### src/hw/rtl/sh3_pkg.sv
// Shared widths, register codes and structs of the 3x3 sharpen filter.
package sh3_pkg;

    localparam int PIX_W      = 8;
    localparam int COL_W      = 12;
    localparam int ROW_W      = 16;
    localparam int CH_W       = 3;
    localparam int SAMPLE_W   = 13;
    localparam int SPAN_W     = 14;
    localparam int SUM_W      = 13;
    localparam int APB_ADDR_W = 4;
    localparam int APB_DATA_W = 32;

    localparam logic [COL_W-1:0] COLUMNS_RESET  = 12'd640;
    localparam logic [ROW_W-1:0] ROWS_RESET     = 16'd480;
    localparam logic [CH_W-1:0]  CHANNELS_RESET = 3'd1;

    // Register index, taken from paddr[3:2]
    typedef enum logic [1:0] {
        REG_COLUMNS  = 2'd0,
        REG_ROWS     = 2'd1,
        REG_CHANNELS = 2'd2
    } reg_index_t;

    // Clamped frame geometry derived from the registers
    typedef struct packed {
        logic [COL_W-1:0]  cols;
        logic [ROW_W-1:0]  rows;
        logic [CH_W-1:0]   ch;
        logic [SPAN_W-1:0] span;
        logic [SPAN_W-1:0] right_start;
    } geom_t;

    // Where the current sample sits in the frame
    typedef struct packed {
        logic has_result;
        logic border;
        logic last_row;
    } pos_info_t;

endpackage

### src/hw/rtl/sh3_cfg.sv
// APB register file and geometry clamping of the sharpen filter.
module sh3_cfg #(
    parameter int MAX_COLUMNS  = 2048,
    parameter int MAX_CHANNELS = 4
) (
    input  logic                               clk,
    input  logic                               rst_n,
    input  logic                               psel,
    input  logic                               penable,
    input  logic                               pwrite,
    input  logic [sh3_pkg::APB_ADDR_W-1:0]     paddr,
    input  logic [sh3_pkg::APB_DATA_W-1:0]     pwdata,
    output logic [sh3_pkg::APB_DATA_W-1:0]     prdata,
    output logic                               pready,
    output sh3_pkg::geom_t                     geom
);
    import sh3_pkg::*;

    logic [COL_W-1:0] columns_reg;
    logic [ROW_W-1:0] rows_reg;
    logic [CH_W-1:0]  channels_reg;
    logic             wr_en;
    reg_index_t       reg_idx;
    logic [COL_W-1:0] cols;
    logic [ROW_W-1:0] rows;
    logic [CH_W-1:0]  ch;

    assign pready  = 1'b1;
    assign wr_en   = psel && penable && pwrite && pready;
    assign reg_idx = reg_index_t'(paddr[3:2]);

    // Write registers on the access phase of a transfer
    always_ff @(posedge clk or negedge rst_n)
    begin
        if (!rst_n)
        begin
            columns_reg  <= COLUMNS_RESET;
            rows_reg     <= ROWS_RESET;
            channels_reg <= CHANNELS_RESET;
        end
        else if (wr_en)
        begin
            unique case (reg_idx)
                REG_COLUMNS:  columns_reg  <= pwdata[COL_W-1:0];
                REG_ROWS:     rows_reg     <= pwdata[ROW_W-1:0];
                REG_CHANNELS: channels_reg <= pwdata[CH_W-1:0];
                default:      ;
            endcase
        end
    end

    // Return register contents on reads
    always_comb
    begin
        unique case (reg_idx)
            REG_COLUMNS:  prdata = APB_DATA_W'(columns_reg);
            REG_ROWS:     prdata = APB_DATA_W'(rows_reg);
            REG_CHANNELS: prdata = APB_DATA_W'(channels_reg);
            default:      prdata = '0;
        endcase
    end

    // Clamp the geometry to the supported range
    always_comb
    begin
        if (columns_reg < COL_W'(3))
            cols = COL_W'(3);
        else if (32'(columns_reg) > 32'(MAX_COLUMNS))
            cols = COL_W'(MAX_COLUMNS);
        else
            cols = columns_reg;

        if (rows_reg < ROW_W'(3))
            rows = ROW_W'(3);
        else
            rows = rows_reg;

        if (channels_reg == '0)
            ch = CH_W'(1);
        else if (32'(channels_reg) > 32'(MAX_CHANNELS))
            ch = CH_W'(MAX_CHANNELS);
        else
            ch = channels_reg;
    end

    assign geom.cols        = cols;
    assign geom.rows        = rows;
    assign geom.ch          = ch;
    assign geom.span        = SPAN_W'(cols) * SPAN_W'(ch);
    assign geom.right_start = SPAN_W'(cols - COL_W'(1)) * SPAN_W'(ch);

endmodule

### config.mk
export PLATFORM = sky130hd
export DESIGN_NAME = sh3_cfg
export DESIGN_NICKNAME = d
export VERILOG_FILES = /design/src/hw/rtl/sh3_pkg.sv /design/src/hw/rtl/sh3_cfg.sv
export SDC_FILE = /design/constraint.sdc
export NUM_CORES = 1
export LEC_CHECK = 0
export ABC_AREA = 0
export BUFFER_PORTS_ARGS = -buffer_cell sky130_fd_sc_hd__buf_2
export CAP_MARGIN = 20
export CORE_ASPECT_RATIO = 1.4
export CORE_MARGIN = 1
export CORE_UTILIZATION = 35
export CTS_CLUSTER_SIZE = 14
export DETAILED_ROUTE_END_ITERATION = 16
export GPL_TIMING_DRIVEN = 0
export PLACE_DENSITY = 0.61
export SYNTH_ARGS = -nofsm -noshare
export SYNTH_HDL_FRONTEND = slang
export SYNTH_SLANG_ARGS = --single-unit
export TNS_END_PERCENT = 100
### constraint.sdc
create_clock -name clk -period 3.9 [get_ports clk]
set_clock_uncertainty 0.2 [all_clocks]
set_input_delay 0.585 -clock clk [delete_from_list [all_inputs] [get_ports clk]]
set_output_delay 0.585 -clock clk [all_outputs]
set_load 0.005 [all_outputs]
# Yosys cells after proc, flatten, opt, wreduce, memory -nomap -nowiden
# Index checks and enable logic that the tools add are counted.
[op_classes]
n_addsub = 1
mul = 2
order_cmp = 4
eq_ne = 2
muxes = 6
n_reduce_logical = 7
[op_table]
columns = ["cell", "n"]
rows = [
  ["16-bit one-hot mux with 3 select lines", 1],
  ["12-bit 2-to-1 mux", 2],
  ["16-bit by 2-bit < comparator with 1-bit output (second input constant)", 1],
  ["16-bit 2-to-1 mux", 1],
  ["12-bit by 3-bit multiplier with 14-bit output", 1],
  ["14-bit by 3-bit multiplier with 14-bit output", 1],
  ["12-bit by 1-bit subtractor with 13-bit output (second input constant)", 1],
  ["12-bit greater-than comparator (second input constant)", 1],
  ["12-bit by 2-bit < comparator with 1-bit output (second input constant)", 1],
  ["3-bit 2-to-1 mux", 2],
  ["2-bit AND reduction", 3],
  ["3-bit greater-than comparator (second input constant)", 1],
  ["3-bit zero test", 1],
  ["2-bit by 1-bit == test with 1-bit output (second input constant)", 1],
  ["2-bit == test (second input constant)", 1],
  ["1-bit logical AND", 2],
  ["2-bit zero test", 1],
]
[word_totals]
reg_bits = 31
input_bits = 41
output_inout_bits = 92
wordCells = 25

# Logic depth before layout (Yosys ltp)
# Gate-level depths: netlist (run 1).
[depth]
depth_word = 5
depth_mapped = 15
mapped_depth_nobuf = 14

# Worst setup path after synthesis (run 1)
# No wires, ideal clock.
[synth_timing]
path_type = "flip-flop to output port"
start = "register columns_reg[8]"
end = "output port geom[26] (netlist name)"
arrival_ns = 3.348
slack_ns = -0.233
stages_incl_launch_ff = 16
path_cell_list = "dfrtp_1 -> clkbuf_1 -> nor3_1 -> and3_1 -> o21ai_1 -> inv_1 -> and2_1 -> fa_1 -> ha_1 -> inv_1 -> fa_1 -> nor2b_1 -> o31a_1 -> o21ai_1 -> a2111o_1 -> o211ai_1"
[synth_lines]
columns = ["item", "line", "text"]
rows = [
  ["from (decl)", "sh3_cfg.sv:19", "logic [COL_W-1:0] columns_reg;"],
  ["from (signal assigned)", "sh3_cfg.sv:44", "REG_COLUMNS: columns_reg <= pwdata[COL_W-1:0];"],
  ["to (decl)", "sh3_cfg.sv:15", "output sh3_pkg::geom_t geom"],
]

==> results of run 1 <==
## how the worst min path moves through the flow
stage,cells after the start,from,end
floorplan,0,rst_n,channels_reg[1]
global placement,1,rows_reg[13],rows_reg[13]
detailed placement,1,rows_reg[15],rows_reg[15]
CTS,1,rst_n,columns_reg[5]
global route,1,rst_n,columns_reg[5]
finish,1,rst_n,columns_reg[6]
## area by class of cell
class	instances	area, um^2	share of cell area
timing repair buffer	147	887	0.160
multi-input combinational	361	3070	0.552
inverter	54	204	0.0367
buffer	47	273	0.0491
tap	141	176	0.0317
sequential	31	796	0.143
clock buffer	8	156	0.0281
## cell usage in the layout (no fill, tap or decap), drive strengths merged, types with 4 or more instances in the layout
cell type | netlist | final
xor2 | 4 | 4
mux2i | 12 | 12
and2 | 11 | 11
dfstp | 7 | 7
o21a | 7 | 7
ha | 25 | 25
inv | 53 | 53
xnor2 | 15 | 15
buf | 20 | 166
clkbuf | 29 | 36
dfrtp | 24 | 24
a21o | 5 | 5
nor2b | 16 | 16
nand3 | 6 | 6
mux2 | 30 | 30
o21ai | 24 | 24
a21oi | 18 | 18
nand2 | 71 | 71
conb | 2 | 20
nor2 | 25 | 25
or3 | 5 | 5
o211ai | 6 | 6
nor3 | 9 | 9
fa | 23 | 23
## through the flow
stage	area, um^2	hold WS, ns	instances
final	5560	0.150	789
after global routing	5560	0.212	789
after CTS	5490	0.181	789
after detailed placement	4680	0.345	731
after global placement	4680	0.343	731
after floorplan	4030	0.0894	495
## Yosys cell counts, types with 2 or more instances
cell type / count
and2_1: 11
or4b_1: 2
or3_1: 5
dfstp_2: 7
o21ai_1: 5
dfrtp_1: 24
o21ai_0: 19
fa_1: 23
o31a_1: 2
nor2b_1: 16
a211oi_1: 3
mux2_2: 30
a21oi_1: 18
xor2_1: 4
mux2i_1: 12
conb_1: 2
o211ai_1: 6
xnor2_1: 15
ha_1: 25
nor2_1: 25
a21o_1: 5
nor4_1: 3
o21a_1: 7
nand3_1: 6
buf_2: 2
nor3_1: 8
nand2b_1: 3
a2111o_1: 2
nand2_1: 71
inv_1: 53
clkbuf_1: 29
buf_4: 17
o31ai_1: 3
o21bai_1: 3
## power groups by stage
stage          Combinational, uW  Clock [uW]  Sequential, uW
2_1_floorplan               1320           0             486
3_3_place_gp                1890           0             521
3_5_place_dp                1920           0             525
4_1_cts                     2400         407             514
5_1_grt                     2740         423             532
6_report                    2450         403             521
## worst reg2reg max path: stages (launching register included)
cell,delay [ns]
dfrtp_1,0.51
clkinv_2,0.28
o21ai_0,0.22
## cell families after synthesis
logic type | Yosys count | synth area share
XOR/XNOR | 19 | 0.0428
other | 2 | 0.00193
flip-flops | 31 | 0.202
AND/OR/NAND/NOR | 155 | 0.189
AO/OA/AOI/OAI | 77 | 0.130
adder cells (fa/ha/maj) | 48 | 0.199
multiplexers | 42 | 0.118
buffers and inverters | 103 | 0.118
## what timing repair did
action                     in CTS  in global routing
setup endpoints to repair      21                 19
buffers inserted               51                  7
resized for setup              72                 21
pin swaps                      26                 18
## layer usage
layer	share of wire	up-vias	GRT usage
li1	-	1870	-
met1	0.42	1776	0.224
met2	0.50	133	0.357
met3	0.055	20	0.0258
met4	0.022	0	0.0588
met5	0	-	0
==> summary.txt, run 1 <==
Outcome
  – Status: finished with violations
  – Violated checks: negative setup slack

Floorplan
  – Core area: 10,800 um^2
  – Initial Utilization: 0.360
  – Die width: 91.1 um
  – Row cnt: 45
  – Die Ht: 127 um
  – Number of I/O pins: ~130
  – Die area: 11,500 um^2

Power
  – Pint: approximately 1900 uW
  – Clock power frac: 0.119
  – Worst vdd ir: 0.000360 V
  – Sequential power share: 0.154
  – Power Total: around 3400 uW
  – PwrDens: 607 nW/um^2
  – Combinational cell fraction of total power: 0.726
  – Switching Share: 0.432
  – P_leak: approximately 0.0028 uW
  – Psw: 1460 uW

Job
  – Max-cap viol count: 0

Clocking
  – Clock sink total: 31
  – Clock transition at path regs: 0.05 ns
  – CTS root buffer: clkbuf_16
  – CTS tree: yes
  – Worst-Skew Late Latency: 0.27 ns
  – Hold-fix buffers, CTS: 0
  – CTS buffer count: 5
  – H-tree levels: 2
  – Clk buf depth: 2

Synth
  – Synth Cell Area: 3890 um^2
  – Post-synth top area share: 0.154
  – Ys async rst share: 1.00
  – Syn. warnings: 0
  – Top FF cell, synth: dfrtp_1
  – Largest cells by area after synthesis: dfrtp_1 (15%), fa_1 (12%), mux2_2 (8.7%), ha_1 (8.0%), nand2_1 (6.8%)
  – Cells after synthesis: 477
  – Yosys reg bits: 31
  – Syn_area_per_cell: 8.16 um^2
  – Sequential area share after synthesis: 0.202
  – Synth area leader: dfrtp_1
  – Cell variety after synth: 45
  – Post-synth EDFFs: 0

Timing
  – Slew margin rel.: 0.553
  – Max-slew violation count: 0
  – Setup total negative slack: -4.96 ns
  – Period utilisation layout: 1.14
  – Worst-margin pin slew: between 0.6 and 0.7 ns
  – Final setup fails: 16
  – RSZ-0062 raised after global routing: yes
  – Final hold viol count: 0
  – Worst setup margin: -0.534 ns
  – Min Tclk post-route: 4.43 ns
  – Fmax: approximately 230 MHz

Detailed routing
  – WL final: roughly 11,000 um
  – DR WL/cell: 13.6 um
  – Routed vias/inst: 4.81
  – First drt pass iteration count: 4
  – Total number of vias: 3,799
  – 1st-iter DRT viols: roughly 130
  – Routed Antenna Nets: 0
  – DRC viols: 0

Critical path
  – Crit path launch: columns_reg[0]
  – Kind of critical path: reg -> out
  – Worst R2R Start: columns_reg[11]
  – Crit path capture: geom[12]
  – Reg2reg end: columns_reg[11]
  – WP data arrival: ~3.7 ns
  – CP peak stage delay: 0.58 ns
  – Worst Setup End Kind: output pin
  – R2R Setup Slk: ~2.6 ns
  – Worst reg-to-reg path cell count: 2
  – Worst Path Buf+Inv: 2
  – Crit-path most repeated cell: nand2_1
  – Delay-heaviest family, CP: compound AO/OA/AOI/OAI gates
  – Req. time, crit path: between 3 and 4 ns
  – WP depth: 14
  – CP max-delay cell: or4_4
  – Top fanout value on the critical path: 5
  – Startpoint types: register
  – Cells along the critical path: or4_4 > a2111oi_4 > xnor2_1 > nand2_1 > nand2_1 > fa_1 > inv_2 > ha_4 > o21a_1 > o31a_1 > o21ai_2 > a2111o_1 > o211ai_1 > buf_2

Global routing
  – Largest net degree at the start of global routing: 32
  – First-pass GRT wire length: 18,100 um
  – GRT Util Overall: 0.191
  – Total grt overflow: 0
  – Initial antenna violation count: 0
  – Vias in the first global route: 3,903

Placement
  – RePlAce Congestion: 0.802
  – Worst slack at placement: -0.602 ns
  – Port bufs: 95
  – DP HPWL: about 8000 um

Layout
  – Fillers: 1,036
  – Final net count: 736
  – P&R area growth vs syn: 42.8%
  – Share of post-route cells with drive strength above 1: 0.452
  – Antenna Cells: 0
  – Post-Route Utilization: 0.514
  – Largest register FFs: 16

Hold path
  – Hold Path Class: in -> async
(Power assumes the default switching activity.)
==> inputs of run 2 (changes only) <==
==> constraint.sdc (replaced) <==
create_clock -name clk -period 3.9 [get_ports clk]
set_clock_uncertainty 0.2 [all_clocks]
set_input_delay 0.195 -clock clk [delete_from_list [all_inputs] [get_ports clk]]
set_output_delay 0.195 -clock clk [all_outputs]
set_load 0.005 [all_outputs]
==> run 2 against run 1 <==
The flow still finishes with violations (negative setup slack); clock power rose by 13%; final area fell by 0.20%; via count fell by 0.45%; clock-buffer cell count fell by 2; flip-flop and latch count did not move; sequential share of layout area barely moved; worst hold slack got worse by 0.14 ns; non-clock buffer count rose by 3; total power rose by 0.60%; combinational power fell by 2%; critical endpoint unchanged; largest power group unchanged.
==> summary.txt, run 2 (same netlist as run 1, synthesis figures left out) <==
Timing
  – Worst-margin pin slew: 0.697 ns (+0.0267 ns)
  – Final setup fails: 4 (-12)
  – RSZ-0062 raised after global routing: yes
  – Min Tclk post-route: 4.00 ns (-0.430 ns)
  – Period utilisation layout: 1.03 (-0.110)
  – Fmax: 250 MHz (+11%)
  – Setup total negative slack: -0.278 ns (+4.68 ns)
  – Final hold viol count: 0 (unchanged)
  – Max-slew violation count: 0 (unchanged)
  – Slew margin rel.: 0.536 (-0.0178)
  – Worst setup margin: -0.104 ns (+0.430 ns)

Layout
  – Share of post-route cells with drive strength above 1: 0.421 (-0.0313)
  – P&R area growth vs syn: 42.5%
  – Fillers: 1,042 (+0.58%)
  – Commonest non-fill, non-tap cell in the layout: buf_2
  – Final net count: 739 (+0.41%)
  – Largest register FFs: 16 (unchanged)
  – Antenna Cells: 0 (unchanged)
  – Most frequent cells in the layout: buf_2 (97), nand2_1 (67), buf_4 (54)

Detailed routing
  – First drt pass iteration count: 4 (unchanged)
  – Total number of vias: 3,782 (-0.45%)
  – 1st-iter DRT viols: 112 (-16%)
  – WL final: 10,800 um (+0.57%)
  – Routed vias/inst: 4.78 (-0.82%)
  – Routed Antenna Nets: 0 (unchanged)
  – DRC viols: 0 (unchanged)
  – DR WL/cell: 13.6 um (+0.19%)

Critical path
  – Req. time, crit path: 3.50 ns (+0.38 ns)
  – Crit-path most repeated cell: o211ai_1
  – Worst reg-to-reg path cell count: 2 (unchanged)
  – Worst Setup End Kind: output pin
  – Worst R2R Start: columns_reg[5]
  – Top fanout value on the critical path: 4 (-1)
  – Startpoint types: register
  – Kind of critical path: reg -> out
  – CP peak stage delay: 0.46 ns (-0.12 ns)
  – Crit path launch: columns_reg[0]
  – CP max-delay cell: fa_1
  – Cells along the critical path: buf_6 > or3_4 > o211ai_1 > nand2_1 > fa_1 > inv_1 > ha_2 > inv_2 > fa_2 > nor2b_2 > o31a_1 > o21ai_2 > a2111o_1 > o211ai_1 > buf_2
  – WP data arrival: 3.61 ns (-0.04 ns)

Global routing
  – Largest net degree at the start of global routing: 32 (unchanged)
  – Initial antenna violation count: 0 (unchanged)
  – First-pass GRT wire length: 17,700 um (-2.0%)
  – GRT Util Overall: 0.187 (-0.00414)
  – Total grt overflow: 0 (unchanged)
  – Vias in the first global route: 3,869 (-0.87%)

Clocking
  – H-tree levels: 2 (unchanged)
  – CTS buffer count: 5 (unchanged)
  – Clock transition at path regs: 0.05 ns (about the same)
  – CTS tree: yes
  – CTS root buffer: clkbuf_16
  – Worst-Skew Late Latency: 0.27 ns (about the same)
  – Clk buf depth: 2 (unchanged)
  – Clock sink total: 31 (unchanged)

Placement
  – DP HPWL: 7990 um (+0.51%)
  – RePlAce Congestion: 0.837 (+4.4%)
  – Port bufs: 95 (unchanged)

Floorplan
  – Core area: 10,800 um^2 (unchanged)
  – Die Ht: 127 um (unchanged)
  – Number of I/O pins: 133 (unchanged)
  – Row cnt: 45 (unchanged)
  – Initial Utilization: 0.360 (unchanged)
  – Die area: 11,500 um^2 (unchanged)
  – Die width: 91.1 um (unchanged)

Power
  – PwrDens: 612 nW/um^2 (+0.80%)
  – Worst vdd ir: 0.000403 V (+12%)
  – P_leak: 0.00276 uW (-0.94%)
  – Power Total: 3390 uW (+0.60%)

Outcome
  – Status: finished with violations
  – Violated checks: negative setup slack

Hold path
  – Hold path cells: 2
  – Hold_sp: pwdata[2]
  – Hold Path Class: in -> reg

Job
  – Max-cap viol count: 0 (unchanged)
## run 2: final cells by class
class                      instances  area [um^2]  share of cell area
tap                              141          176              0.0318
clock inverter                     2         35.0             0.00632
sequential                        31          795               0.143
timing repair buffer             151          948               0.171
inverter                          54          204              0.0368
clock buffer                       6          139              0.0250
buffer                            46          249              0.0449
multi-input combinational        361         3000               0.541
## run 2: worst max-delay path, delay by kind of cell, from the launching register on
kind / cells / cell delay, ns
AOI/OAI and AO/OA: 5 / 0.93
adders and majority gates: 3 / 1.00
buffers and inverters: 4 / 0.37
DFF: 1 / 0.42
and+or+nand+nor: 3 / 0.61
## run 2: metrics by stage
| stage | std cells | setup WS [ns] | util | hold WS [ns] | cell area, um^2 |
|---|---|---|---|---|---|
| after global placement | 731 | -0.381 | 0.427 | 0.0722 | 4610 |
| after floorplan | 495 | 0.157 | - | -0.301 | 3960 |
| after CTS | 774 | -0.144 | 0.497 | 0.00396 | 5370 |
| final | 792 | -0.104 | 0.513 | 0.00548 | 5550 |
| after detailed placement | 731 | -0.467 | 0.427 | 0.0842 | 4610 |
| after global routing | 792 | -0.296 | 0.513 | 0.00778 | 5550 |
## run 2: report_power, final
group          switching, uW  leakage (uW)  internal, uW  total [uW]
sequential               117      0.000358           414         532
combinational           1190       0.00231          1210        2410
clock                    139     0.0000868           317         456
## run 2: worst paths after layout
path,end,slack [ns]
worst max-delay path,geom[12],-0.10
worst min-delay path,columns_reg[2],0.005
worst max register to register,columns_reg[5],2.70
worst min register to register,rows_reg[15],0.35
max in group asynchronous,channels_reg[2],2.69
min in group asynchronous,rows_reg[9],0.31
## run 2: timing repair
action,in CTS,in global routing
setup endpoints to repair,17,14
buffers inserted,22,19
resized for setup,71,18
pin swaps,33,22
hold buffers,15,0
endpoints found under the hold margin,49,0
## run 2: per-layer routing
| layer | share of wire | routed length [um] | global-route usage | vias to the layer above |
|---|---|---|---|---|
| li1 | - | - | - | 1867 |
| met5 | 0 | 0 | 0 | - |
| met2 | 0.53 | 5680 | 0.353 | 115 |
| met4 | 0.018 | 196 | 0.0598 | 0 |
| met1 | 0.41 | 4420 | 0.214 | 1787 |
| met3 | 0.044 | 472 | 0.0258 | 13 |
==> inputs of run 3 (changes only) <==
SETUP_SLACK_MARGIN = 0.1   (was unset)
==> run 3 against run 2 <==
The flow still finishes with violations (negative setup slack); worst hold slack about the same; final area grew 2.4%; utilization rose by 1.2 points; die area did not move; register-to-register slack is essentially flat; via count rose by 0.82%; critical endpoint unchanged.
==> summary.txt, run 3 (same netlist as run 1, synthesis figures left out) <==
Outcome
  – Status: finished with violations
  – Violated checks: negative setup slack

Global routing
  – GRT Util Overall: 0.188 (+0.00165)
  – M1 GR Usage: 0.216 (+0.00150)
  – First-pass GRT wire length: 17,800 um (+0.54%)
  – Most Used Layer, Global Route: met2
  – M2 GR Usage: 0.357 (+0.00357)
  – Met3 Use GR: 0.0258 (unchanged)
  – Total grt overflow: 0 (unchanged)
  – Vias in the first global route: 3,873 (+0.10%)
  – Largest net degree at the start of global routing: 32 (unchanged)
  – Initial antenna violation count: 0 (unchanged)

Timing
  – RSZ-0062 raised after global routing: yes
  – Min Tclk post-route: 4.03 ns (+0.0217 ns)
  – Hold_ws: 0.00551 ns (+0.0000264 ns)
  – Fmax: 248 MHz (-0.54%)
  – Final hold viol count: 0 (unchanged)
  – Max-slew violation count: 0 (unchanged)
  – Slew margin rel.: 0.535 (-0.000848)
  – Final setup fails: 7 (+3)
  – Period utilisation layout: 1.03 (+0.00557)
  – Worst-margin pin slew: 0.698 ns (+0.00127 ns)
  – Worst setup margin: -0.126 ns (-0.0217 ns)
  – Setup total negative slack: -0.435 ns (-0.157 ns)

Critical path
  – Cells along the critical path: buf_6 > or4_4 > a2111oi_4 > a21oi_1 > nand2_1 > nand2_1 > fa_1 > inv_2 > ha_4 > o21a_1 > o31a_1 > o21ai_4 > a2111o_1 > o211ai_1 > buf_2
  – R2R Setup Slk: 2.69 ns (about the same)
  – CP peak stage delay: 0.54 ns (+0.08 ns)
  – CP max-delay cell: or4_4
  – Top fanout value on the critical path: 6 (+2)
  – Req. time, crit path: 3.50 ns (about the same)
  – Worst R2R Start: columns_reg[8]
  – Reg2reg end: columns_reg[8]
  – Worst reg-to-reg path cell count: 3 (+1)
  – WP data arrival: 3.63 ns (+0.02 ns)
  – Startpoint types: register
  – Worst Setup End Kind: output pin
  – Kind of critical path: reg -> out
  – Crit-path most repeated cell: nand2_1

Detailed routing
  – DRC viols: 0 (unchanged)
  – Routed Antenna Nets: 0 (unchanged)
  – Total number of vias: 3,813 (+0.82%)
  – First drt pass iteration count: 4 (unchanged)
  – Routed vias/inst: 4.81 (+0.69%)
  – WL final: 10,800 um (+0.52%)
  – 1st-iter DRT viols: 100 (-11%)
  – DR WL/cell: 13.7 um (+0.39%)

Power
  – PwrDens: 612 nW/um^2 (about the same)
  – Worst vdd ir: 0.000403 V (-0.11%)
  – P_leak: 0.00279 uW (+1.0%)

Job
  – Max-cap viol count: 0 (unchanged)

Layout
  – Commonest non-fill, non-tap cell in the layout: buf_2
  – Antenna Cells: 0 (unchanged)
  – Largest register FFs: 16 (unchanged)
  – Final Instance Count excl. Fillers: 793 (+0.13%)
  – Final net count: 740 (+0.14%)
  – P&R area growth vs syn: 45.9%
  – Most frequent cells in the layout: buf_2 (97), nand2_1 (66), buf_4 (56)
  – Share of post-route cells with drive strength above 1: 0.443 (+0.0224)

Clocking
  – Clk buf depth: 2 (unchanged)
  – Clock transition at path regs: 0.05 ns (about the same)
  – H-tree levels: 2 (unchanged)
  – Worst-Skew Late Latency: 0.27 ns (about the same)
  – CTS tree: yes
  – Clock sink total: 31 (unchanged)
  – CTS buffer count: 5 (unchanged)
  – CTS root buffer: clkbuf_16

Floorplan
  – Number of I/O pins: 133 (unchanged)
  – Die area: 11,500 um^2 (unchanged)
  – Initial Utilization: 0.360 (unchanged)
  – Row cnt: 45 (unchanged)
  – Die width: 91.1 um (unchanged)
  – Core area: 10,800 um^2 (unchanged)
  – Die Ht: 127 um (unchanged)

Placement
  – Port bufs: 95 (unchanged)
  – Dpl cells: 731 (unchanged)
  – RePlAce Congestion: 0.837 (unchanged)
  – Worst slack at placement: -0.467 ns (unchanged)
  – DP HPWL: 7990 um (unchanged)

Hold path
  – Hold Path Class: in -> reg
  – Hold path cells: 2 (unchanged)
  – Hold EP: columns_reg[2]
  – Hold_sp: pwdata[2]
[run 3: routing by layer]
layer  wire (um)  vias to the layer above
met1        4470                     1821
li1            -                     1869
met5           0                        -
met4         199                        0
met2        5740                      112
met3         423                       11
[run 3: worst max path at each step]
stage / from / endpoint / cells past startpoint
3_3_place_gp: columns_reg[8] / geom[26] / 16
6_report: columns_reg[1] / geom[12] / 15
3_5_place_dp: columns_reg[8] / geom[26] / 16
4_1_cts: columns_reg[1] / geom[12] / 15
5_1_grt: columns_reg[1] / geom[12] / 15
2_1_floorplan: columns_reg[8] / geom[26] / 15
[run 3: power breakdown]
part | total, uW | switching (uW) | internal [uW]
combinational | 2500 | 1250 | 1250
sequential | 516 | 101 | 415
clock | 456 | 139 | 317
total | 3470 | 1490 | 1980
[run 3: worst max-delay path: cells and delay by family, from the launching register on]
family	cells	cell delay (ns)
AOI/OAI and AO/OA	7	1.17
adders and majority gates	2	0.78
buffers and inverters	3	0.31
DFF	1	0.37
and+or+nand+nor	3	0.74
[run 3: cell type report]
class / count / area [um^2]
fill: 1038 / 5130
buffer: 48 / 280
inverter: 54 / 204
clock inverter: 2 / 35.0
sequential: 31 / 795
multi-input combinational: 361 / 3120
tap: 141 / 176
clock buffer: 6 / 139
timing repair buffer: 150 / 933
[run 3: timing repair]
| action | CTS | global route |
|---|---|---|
| buffers inserted | 25 | 15 |
| hold buffers | 15 | 0 |
| pin swaps | 28 | 30 |
| setup endpoints to repair | 20 | 14 |
| resized for setup | 82 | 34 |
| hold endpoints to repair | 49 | 0 |
[run 3: metrics by stage]
| step | power, uW | util | cell area, um^2 |
|---|---|---|---|
| detailed placement | 2400 | 0.427 | 4610 |
| CTS | 3290 | 0.502 | 5430 |
| floorplan | 1760 | - | 3960 |
| finish | 3470 | 0.525 | 5680 |
| global placement | 2360 | 0.427 | 4610 |
| global route | 3790 | 0.525 | 5680 |
